$ cat src/sv/rmms_pkg.sv
package rmms_pkg;

  typedef enum logic [1:0] {
    CMD_ADD   = 2'd0,
    CMD_QUERY = 2'd1,
    CMD_MERGE = 2'd2,
    CMD_CLEAR = 2'd3
  } cmd_t;

  typedef enum logic [2:0] {
    STRAT_LT = 3'd1,
    STRAT_LE = 3'd2,
    STRAT_EQ = 3'd3,
    STRAT_GE = 3'd4,
    STRAT_GT = 3'd5
  } strat_t;

  typedef enum logic {
    KIND_INT32 = 1'b0,
    KIND_WIDE  = 1'b1
  } key_kind_t;

  // Word index of the key kind register on the configuration port
  localparam logic REG_KEY_KIND = 1'b0;

  localparam logic [31:0] SIGN_FLIP = 32'h8000_0000;

  typedef struct packed {
    logic [63:0] hi;
    logic [63:0] lo;
  } key_t;

  typedef struct packed {
    logic [1:0]  command;
    logic [63:0] value_hi;
    logic [63:0] value_lo;
    logic [63:0] other_max_hi;
    logic [63:0] other_max_lo;
    logic [2:0]  strategy;
  } item_t;

  typedef struct packed {
    logic valid;
    logic advance;
  } stage_ctl_t;

  // Narrow a raw key to the active kind: low word only for int keys,
  // upper bytes beyond the wide key size cleared otherwise.
  function automatic key_t key_norm(key_kind_t kind, logic [63:0] hi, logic [63:0] lo,
                                    logic [63:0] hi_mask);
    key_t k;
    if (kind == KIND_INT32) begin
      k.hi = 64'd0;
      k.lo = {32'd0, lo[31:0]};
    end else begin
      k.hi = hi & hi_mask;
      k.lo = lo;
    end
    return k;
  endfunction

  // a < b under the active kind
  function automatic logic key_lt(key_kind_t kind, key_t a, key_t b);
    logic lt;
    if (kind == KIND_INT32) begin
      lt = (a.lo[31:0] ^ SIGN_FLIP) < (b.lo[31:0] ^ SIGN_FLIP);
    end else begin
      lt = (a.hi < b.hi) || ((a.hi == b.hi) && (a.lo < b.lo));
    end
    return lt;
  endfunction

endpackage

$ cat src/sv/rmms_in_if.sv
interface rmms_in_if;
  logic        valid;
  logic        ready;
  logic [1:0]  command;
  logic [63:0] value_hi;
  logic [63:0] value_lo;
  logic [63:0] other_max_hi;
  logic [63:0] other_max_lo;
  logic [2:0]  strategy;

  modport source (
    output valid, command, value_hi, value_lo, other_max_hi, other_max_lo, strategy,
    input  ready
  );
  modport sink (
    input  valid, command, value_hi, value_lo, other_max_hi, other_max_lo, strategy,
    output ready
  );
endinterface

$ cat src/sv/rmms_out_if.sv
interface rmms_out_if;
  logic        valid;
  logic        ready;
  logic        flag;
  logic [63:0] min_hi;
  logic [63:0] min_lo;
  logic [63:0] max_hi;
  logic [63:0] max_lo;
  logic        is_empty;

  modport source (
    output valid, flag, min_hi, min_lo, max_hi, max_lo, is_empty,
    input  ready
  );
  modport sink (
    input  valid, flag, min_hi, min_lo, max_hi, max_lo, is_empty,
    output ready
  );
endinterface

$ cat src/sv/range_min_max_summary_top.sv
// A word accepted into the input register passes the bound compares and update on its way
// to the result register. Throughput: one word per cycle while the sink does not stall;
// the stored bounds feed back, so each word sees the bounds left by the word before it.
// Reset (synchronous, rst_n low): bounds cleared to zero, summary marked empty,
// key kind set to signed 32-bit, both pipeline registers emptied.
module range_min_max_summary_top
  import rmms_pkg::*;
#(
  parameter int WIDE_KEY_BYTES = 16
) (
  input  logic        clk,
  input  logic        rst_n,
  rmms_in_if.sink     in_ch,
  rmms_out_if.source  out_ch,
  input  logic        psel,
  input  logic        penable,
  input  logic        pwrite,
  input  logic [2:0]  paddr,
  input  logic [31:0] pwdata,
  output logic [31:0] prdata,
  output logic        pready
);

  key_kind_t  key_kind;
  stage_ctl_t stage_ctl;
  item_t      stage_item;
  logic       advance;

  rmms_cfg u_cfg (
    .clk      (clk),
    .rst_n    (rst_n),
    .psel     (psel),
    .penable  (penable),
    .pwrite   (pwrite),
    .paddr    (paddr),
    .pwdata   (pwdata),
    .prdata   (prdata),
    .pready   (pready),
    .key_kind (key_kind)
  );

  rmms_in_stage u_in_stage (
    .clk     (clk),
    .rst_n   (rst_n),
    .in_ch   (in_ch),
    .advance (advance),
    .ctl     (stage_ctl),
    .item    (stage_item)
  );

  rmms_core #(
    .WIDE_KEY_BYTES (WIDE_KEY_BYTES)
  ) u_core (
    .clk        (clk),
    .rst_n      (rst_n),
    .key_kind   (key_kind),
    .item_valid (stage_ctl.valid),
    .item       (stage_item),
    .advance    (advance),
    .out_ch     (out_ch)
  );

  a_accept_fills_stage: assert property (@(posedge clk) disable iff (!rst_n)
    in_ch.valid && in_ch.ready |=> stage_ctl.valid)
    else $error("accepted word not held in input register");

  a_stalled_stage_holds: assert property (@(posedge clk) disable iff (!rst_n)
    stage_ctl.valid && !stage_ctl.advance |=> stage_ctl.valid && $stable(stage_item))
    else $error("stalled input word lost or changed");

  a_empty_no_flag: assert property (@(posedge clk) disable iff (!rst_n)
    out_ch.valid && out_ch.is_empty |-> !out_ch.flag)
    else $error("flag raised on empty summary");

  a_empty_bounds_zero: assert property (@(posedge clk) disable iff (!rst_n)
    out_ch.valid && out_ch.is_empty |->
      out_ch.min_hi == 64'd0 && out_ch.min_lo == 64'd0 &&
      out_ch.max_hi == 64'd0 && out_ch.max_lo == 64'd0)
    else $error("empty summary shows non-zero bounds");

endmodule

$ cat src/sv/rmms_cfg.sv
module rmms_cfg
  import rmms_pkg::*;
(
  input  logic        clk,
  input  logic        rst_n,
  input  logic        psel,
  input  logic        penable,
  input  logic        pwrite,
  input  logic [2:0]  paddr,
  input  logic [31:0] pwdata,
  output logic [31:0] prdata,
  output logic        pready,
  output key_kind_t   key_kind
);

  key_kind_t key_kind_r;
  logic      wr_en;

  assign pready = 1'b1;
  assign wr_en  = psel && penable && pwrite && (paddr[2] == REG_KEY_KIND);

  always_ff @(posedge clk) begin
    if (!rst_n) begin
      key_kind_r <= KIND_INT32;
    end else if (wr_en) begin
      key_kind_r <= key_kind_t'(pwdata[0]);
    end
  end

  always_comb begin
    prdata = 32'd0;
    if (paddr[2] == REG_KEY_KIND) begin
      prdata = {31'd0, key_kind_r};
    end
  end

  assign key_kind = key_kind_r;

endmodule

$ cat src/sv/rmms_in_stage.sv
module rmms_in_stage
  import rmms_pkg::*;
(
  input  logic       clk,
  input  logic       rst_n,
  rmms_in_if.sink    in_ch,
  input  logic       advance,
  output stage_ctl_t ctl,
  output item_t      item
);

  logic  valid_r;
  item_t item_r;
  logic  take;

  // accept while the register is free or its word moves on this cycle
  assign in_ch.ready = !valid_r || advance;
  assign take        = in_ch.valid && in_ch.ready;

  always_ff @(posedge clk) begin
    if (!rst_n) begin
      valid_r <= 1'b0;
    end else if (take) begin
      valid_r <= 1'b1;
    end else if (advance) begin
      valid_r <= 1'b0;
    end
  end

  always_ff @(posedge clk) begin
    if (take) begin
      item_r.command      <= in_ch.command;
      item_r.value_hi     <= in_ch.value_hi;
      item_r.value_lo     <= in_ch.value_lo;
      item_r.other_max_hi <= in_ch.other_max_hi;
      item_r.other_max_lo <= in_ch.other_max_lo;
      item_r.strategy     <= in_ch.strategy;
    end
  end

  assign ctl.valid   = valid_r;
  assign ctl.advance = advance;
  assign item        = item_r;

endmodule

$ cat src/sv/rmms_core.sv
module rmms_core
  import rmms_pkg::*;
#(
  parameter int WIDE_KEY_BYTES = 16
) (
  input  logic      clk,
  input  logic      rst_n,
  input  key_kind_t key_kind,
  input  logic      item_valid,
  input  item_t     item,
  output logic      advance,
  rmms_out_if.source out_ch
);

  localparam int          HI_BITS = 8 * (WIDE_KEY_BYTES - 8);
  localparam logic [63:0] HI_MASK = (HI_BITS >= 64) ? {64{1'b1}} :
                                    ((64'd1 << HI_BITS) - 64'd1);

  key_t lo_bound_r, lo_bound_nxt;
  key_t hi_bound_r, hi_bound_nxt;
  logic empty_r, empty_nxt;
  logic flag_nxt;

  logic        out_valid_r;
  logic        flag_r;
  key_t        res_min_r;
  key_t        res_max_r;
  logic        res_empty_r;

  key_t   v, om, nm, mn, mx;
  cmd_t   cmd;
  strat_t strat;
  logic   v_lt_mn, mn_lt_v, mx_lt_nm, nm_lt_mx;
  logic   fire;

  assign advance = !out_valid_r || out_ch.ready;
  assign fire    = item_valid && advance;

  assign cmd   = cmd_t'(item.command);
  assign strat = strat_t'(item.strategy);

  always_comb begin
    v  = key_norm(key_kind, item.value_hi, item.value_lo, HI_MASK);
    om = key_norm(key_kind, item.other_max_hi, item.other_max_lo, HI_MASK);
    mn = key_norm(key_kind, lo_bound_r.hi, lo_bound_r.lo, HI_MASK);
    mx = key_norm(key_kind, hi_bound_r.hi, hi_bound_r.lo, HI_MASK);
    nm = (cmd == CMD_MERGE) ? om : v;
    v_lt_mn  = key_lt(key_kind, v, mn);
    mn_lt_v  = key_lt(key_kind, mn, v);
    mx_lt_nm = key_lt(key_kind, mx, nm);
    nm_lt_mx = key_lt(key_kind, nm, mx);
  end

  always_comb begin
    lo_bound_nxt = lo_bound_r;
    hi_bound_nxt = hi_bound_r;
    empty_nxt    = empty_r;
    flag_nxt     = 1'b0;
    case (cmd) inside
      CMD_ADD, CMD_MERGE: begin
        if (empty_r) begin
          lo_bound_nxt = v;
          hi_bound_nxt = nm;
          empty_nxt    = 1'b0;
          flag_nxt     = 1'b1;
        end else begin
          if (v_lt_mn) begin
            lo_bound_nxt = v;
            flag_nxt     = 1'b1;
          end
          if (mx_lt_nm) begin
            hi_bound_nxt = nm;
            flag_nxt     = 1'b1;
          end
        end
      end
      CMD_QUERY: begin
        if (!empty_r) begin
          case (strat)
            STRAT_LT: flag_nxt = mn_lt_v;
            STRAT_LE: flag_nxt = !v_lt_mn;
            STRAT_EQ: flag_nxt = !v_lt_mn && !mx_lt_nm;
            STRAT_GE: flag_nxt = !mx_lt_nm;
            STRAT_GT: flag_nxt = nm_lt_mx;
            default:  flag_nxt = 1'b0;
          endcase
        end
      end
      default: begin
        lo_bound_nxt = '0;
        hi_bound_nxt = '0;
        empty_nxt    = 1'b1;
      end
    endcase
  end

  always_ff @(posedge clk) begin
    if (!rst_n) begin
      lo_bound_r <= '0;
      hi_bound_r <= '0;
      empty_r    <= 1'b1;
    end else if (fire) begin
      lo_bound_r <= lo_bound_nxt;
      hi_bound_r <= hi_bound_nxt;
      empty_r    <= empty_nxt;
    end
  end

  always_ff @(posedge clk) begin
    if (!rst_n) begin
      out_valid_r <= 1'b0;
    end else if (advance) begin
      out_valid_r <= item_valid;
    end
  end

  // result word holds while the sink stalls
  always_ff @(posedge clk) begin
    if (fire) begin
      flag_r      <= flag_nxt;
      res_min_r   <= lo_bound_nxt;
      res_max_r   <= hi_bound_nxt;
      res_empty_r <= empty_nxt;
    end
  end

  assign out_ch.valid    = out_valid_r;
  assign out_ch.flag     = flag_r;
  assign out_ch.min_hi   = res_min_r.hi;
  assign out_ch.min_lo   = res_min_r.lo;
  assign out_ch.max_hi   = res_max_r.hi;
  assign out_ch.max_lo   = res_max_r.lo;
  assign out_ch.is_empty = res_empty_r;

endmodule
$ cat src/flat_wrapper.sv
// flat-port wrapper written by rule: the top's interface ports become plain ports
module range_min_max_summary_top_flat import rmms_pkg::*;
#(
  parameter int WIDE_KEY_BYTES = 16
)
  (clk, rst_n, psel, penable, pwrite, paddr, pwdata, prdata, pready, in_ch_valid, in_ch_command, in_ch_value_hi, in_ch_value_lo, in_ch_other_max_hi, in_ch_other_max_lo, in_ch_strategy, in_ch_ready, out_ch_valid, out_ch_flag, out_ch_min_hi, out_ch_min_lo, out_ch_max_hi, out_ch_max_lo, out_ch_is_empty, out_ch_ready);
  rmms_in_if in_ch_i ();
  rmms_out_if out_ch_i ();
  input  logic clk;
  input  logic rst_n;
  input  logic psel;
  input  logic penable;
  input  logic pwrite;
  input  logic [2:0] paddr;
  input  logic [31:0] pwdata;
  output logic [31:0] prdata;
  output logic pready;
  input wire logic [$bits(in_ch_i.valid)-1:0] in_ch_valid;
  input wire logic [$bits(in_ch_i.command)-1:0] in_ch_command;
  input wire logic [$bits(in_ch_i.value_hi)-1:0] in_ch_value_hi;
  input wire logic [$bits(in_ch_i.value_lo)-1:0] in_ch_value_lo;
  input wire logic [$bits(in_ch_i.other_max_hi)-1:0] in_ch_other_max_hi;
  input wire logic [$bits(in_ch_i.other_max_lo)-1:0] in_ch_other_max_lo;
  input wire logic [$bits(in_ch_i.strategy)-1:0] in_ch_strategy;
  output wire logic [$bits(in_ch_i.ready)-1:0] in_ch_ready;
  output wire logic [$bits(out_ch_i.valid)-1:0] out_ch_valid;
  output wire logic [$bits(out_ch_i.flag)-1:0] out_ch_flag;
  output wire logic [$bits(out_ch_i.min_hi)-1:0] out_ch_min_hi;
  output wire logic [$bits(out_ch_i.min_lo)-1:0] out_ch_min_lo;
  output wire logic [$bits(out_ch_i.max_hi)-1:0] out_ch_max_hi;
  output wire logic [$bits(out_ch_i.max_lo)-1:0] out_ch_max_lo;
  output wire logic [$bits(out_ch_i.is_empty)-1:0] out_ch_is_empty;
  input wire logic [$bits(out_ch_i.ready)-1:0] out_ch_ready;
  assign in_ch_i.valid = in_ch_valid;
  assign in_ch_i.command = in_ch_command;
  assign in_ch_i.value_hi = in_ch_value_hi;
  assign in_ch_i.value_lo = in_ch_value_lo;
  assign in_ch_i.other_max_hi = in_ch_other_max_hi;
  assign in_ch_i.other_max_lo = in_ch_other_max_lo;
  assign in_ch_i.strategy = in_ch_strategy;
  assign in_ch_ready = in_ch_i.ready;
  assign out_ch_valid = out_ch_i.valid;
  assign out_ch_flag = out_ch_i.flag;
  assign out_ch_min_hi = out_ch_i.min_hi;
  assign out_ch_min_lo = out_ch_i.min_lo;
  assign out_ch_max_hi = out_ch_i.max_hi;
  assign out_ch_max_lo = out_ch_i.max_lo;
  assign out_ch_is_empty = out_ch_i.is_empty;
  assign out_ch_i.ready = out_ch_ready;
  range_min_max_summary_top #(.WIDE_KEY_BYTES(WIDE_KEY_BYTES)) u_core (.clk(clk), .rst_n(rst_n), .in_ch(in_ch_i), .out_ch(out_ch_i), .psel(psel), .penable(penable), .pwrite(pwrite), .paddr(paddr), .pwdata(pwdata), .prdata(prdata), .pready(pready));
endmodule
$ cat config.mk
export PLATFORM = sky130hd
export DESIGN_NAME = range_min_max_summary_top_flat
export DESIGN_NICKNAME = d
export VERILOG_FILES = /design/src/sv/rmms_pkg.sv /design/src/sv/rmms_in_if.sv /design/src/sv/rmms_out_if.sv /design/src/sv/range_min_max_summary_top.sv /design/src/sv/rmms_cfg.sv /design/src/sv/rmms_in_stage.sv /design/src/sv/rmms_core.sv /design/src/flat_wrapper.sv
export SDC_FILE = /design/constraint.sdc
export NUM_CORES = 2
export LEC_CHECK = 0
export CORE_ASPECT_RATIO = 1.2
export CORE_UTILIZATION = 60
export CTS_BUF_LIST = sky130_fd_sc_hd__clkbuf_8
export DETAILED_ROUTE_END_ITERATION = 6
export DONT_BUFFER_PORTS = 1
export PLACE_DENSITY = 0.76
export REMOVE_ABC_BUFFERS = 1
export SYNTH_ARGS = -nofsm -noshare
export SYNTH_HDL_FRONTEND = slang
export SYNTH_SLANG_ARGS = --single-unit
$ cat constraint.sdc
create_clock -name clk -period 17.65 [get_ports clk]
set_input_delay 2.6475 -clock clk [delete_from_list [all_inputs] [get_ports clk]]
set_output_delay 2.6475 -clock clk [all_outputs]
set_load 0.02 [all_outputs]
==> flow_metrics.tcl <==
set metrics [dict create \
    dpl.hpwl_um 62610 \
    hold_path.class "reg -> reg" \
    vias 25541 \
    timing.fmax_mhz 110.4 \
    yosysTopAreaCellShare 0.4357 \
    path_class "reg -> reg" \
    route.detailed.drc 0 \
    synth_most_common_cell "edfxtp_1" \
    synth_area_leaders "edfxtp_1 44%, dfxtp_1 15%, ha_1 9.0%, a22o_1 7.1%, a32o_1 5.3%" \
    port-buffer-count 0 \
    peakVddDrop_v 0.00008382 \
    avgSynthCellArea_sq_um 11.79 \
    cts.repair.resized 0 \
    clock_latency_ns 0.74 \
    period_share 0.5130 \
    start_util 0.6102 \
    die_h_um 269.5 \
    synth_edf_count 519 \
    synth_top_cells_by_count "519 x edfxtp_1, 475 x nand2_1, 289 x a22o_1" \
    design.die.area_sq_um 60600 \
    cts_tree "built" \
    core_area_sq_um 58620 \
    drive_gt1_frac 0.06730 \
    grt_pass1_wl_um 146800 \
    yosys.area.top_type "edfxtp_1" \
    hold_viol_final 0 \
    track_usage 0.3162 \
    setup_viol 0 \
    syn_inst 3033 \
    io_pins 596 \
    clock-sinks 779 \
    die_w_um 224.9 \
    rows 97 \
    skew_ns 0.03031 \
    ys_seq_elements 779 \
    synthArstFlopShare 0 \
    start_kind "flip-flop" \
    power_leakage_uw 0.01453 \
    dr.first_iter.drc_count 2540 \
    post_cts_buffers 0 \
    cts_buffers 119 \
    path_clk_slew_ns 0.06 \
    ys_seq_area_frac 0.5812 \
    grt_use_met2 0.5147 \
    area_growth_pct 7.419 \
    rsz0062_at_grt "no" \
    status "finished, final reports clean" \
    use_met3 0.07072 \
    pwr_density_cell_nw_per_um2 99.40 \
    firstDrtPassIters 6 \
    cp.arrival_ns 9.73 \
    grt_antenna_before_repair 33 \
    gp_congestion 0.9260 \
    ctsLongestPathBuffers 3 \
    critPathMaxFanout 106 \
    htreeDepth 3 \
    clockRootBuffer "clkbuf_8" \
    post-route-cell-area_sq_um 38420 \
    fin_crit_ns 9.055 \
    setup_tns_ns 0 \
    critical_path_required_ns 18.32 \
    yosysWarnings 0 \
    routed_wl_um 98310 \
    grt_pass1_vias 24741 \
    ant_nets 0 \
    grtUsageMet1 0.3933 \
    grt_max_degree 165 \
    placed_area_sq_um 36040 \
    drv_cap 0 \
    grt-busiest-layer "met2" \
    syn_area_sq_um 35770 \
    slew-limit-headroom 0.1089 \
    ys.flop_type "edfxtp_1" \
    vias_per_cell 6.561 \
    synth_cell_type_count 61 \
    cp-end-kind "flip-flop" \
    cts-hold-fix-buffers 0 \
    routedWlPerCell_um 25.25 \
    tightest_slew_ns 1.337 \
    grt_overflow_total 0 \
    drv_slew 0 \
    final_nets 3533 \
]
[metrics by stage]
step,setup WS [ns],util,total power (uW),std cells,hold WS [ns]
global route,8.162,0.6554,3938,3890,0.5093
global placement,8.948,0.6148,2388,3643,0.4631
floorplan,-1.937,-,2302,2827,0.4564
detailed placement,8.735,0.6148,2396,3643,0.4724
finish,8.595,0.6555,3819,3893,0.4877
CTS,8.689,0.6544,3834,3868,0.4872
[kinds of logic (layout without fill, tap and decap cells)]
logic type,count (synthesis),count (layout),share of synthesized area
AO/OA/AOI/OAI,873,873,0.1869
adder cells (fa/ha/maj),258,258,0.09024
buffers and inverters,343,356,0.04264
flip-flops,779,779,0.5812
multiplexers,1,1,0.0002798
other,2,57,0.0002099
AND/OR/NAND/NOR,777,777,0.09857
[critical path: stages, from the launching register on]
cell and delay [ns]:
dfxtp_4 0.96, buf_4 0.72, buf_4 0.85, nand2_1 0.13, ha_1 0.38, nand4_1 0.23
nor4_1 0.95, nand4_1 0.33, a2111oi_0 0.78, o211ai_1 0.24, a31oi_1 0.61, a21o_4 0.67
o21a_4 0.61, buf_4 0.96, a32o_1 0.23
[cells in the final DEF, fill, tap and decap left out, types with 14 or more instances in the layout]
cell type  netlist  layout
edfxtp_1       519     519
nand2_1        475     474
a22o_1         289     289
dfxtp_1        260     259
ha_1           258     258
a21oi_1        232     232
a32o_1         190     190
inv_1          107     148
clkbuf_8         0     130
and2_1         102     101
o21ai_0         71      71
nor2_1          59      56
nand4_1         55      55
conb_1           2      32
diode_2          0      25
nand3_1         25      25
buf_4           32      23
clkinv_1         0      20
clkinv_2         0      20
a21o_1          19      18
nor4_1          15      14
[flip-flops by register name, summed over array words and instances, names as in the netlist]
signal	count
u_core.u_core.hi_bound_r	128
u_core.u_cfg.key_kind	1
u_core.u_core.out_ch.max_hi	64
u_core.u_core.out_ch.min_lo	64
u_core.u_core.out_ch.min_hi	64
u_core.u_core.out_ch.is_empty	1
u_core.u_in_stage.valid_r	1
u_core.u_core.out_ch.flag	1
u_core.u_core.out_ch.valid	1
u_core.u_in_stage.item	261
u_core.u_core.lo_bound_r	128
u_core.u_core.out_ch.max_lo	64
u_core.u_core.empty_r	1
[routing by layer]
layer	share of wire	up-vias
met1	0.38	12480
met3	0.087	257
met5	0.0013	-
met4	0.046	20
li1	-	11396
met2	0.49	1388
[final cells by class]
class                      count  area [sq um]
timing repair buffer          24         192.7
multi-input combinational   1941         13650
inverter                     107         411.6
clock buffer                 130          1789
fill                        4337         20200
antenna                       25         62.56
clock inverter                95         530.5
tap                          792         991.0
sequential                   779         20790
[final timing paths]
kind                                                                 from                                        end  slack, ns  cells past startpoint
worst max-delay path                   u_core.u_cfg.key_kind$_SDFFE_PN0P_  u_core.u_core.lo_bound_r[42]$_SDFFE_PN0P_       8.60                     14
worst min-delay path            u_core.u_core.lo_bound_r[60]$_SDFFE_PN0P_  u_core.u_core.lo_bound_r[60]$_SDFFE_PN0P_       0.49                      1
worst max register to register         u_core.u_cfg.key_kind$_SDFFE_PN0P_  u_core.u_core.lo_bound_r[42]$_SDFFE_PN0P_       8.60                     14
worst min register to register  u_core.u_core.lo_bound_r[60]$_SDFFE_PN0P_  u_core.u_core.lo_bound_r[60]$_SDFFE_PN0P_       0.49                      1
[power by group]
group | internal [uW] | switching, uW | total, uW
Sequential | 2020 | 82.3 | 2110
Combinational | 63.1 | 192 | 255
Clock | 740 | 717 | 1460
Total | 2830 | 991 | 3820
Note: power is estimated with default switching activity, not from simulation.
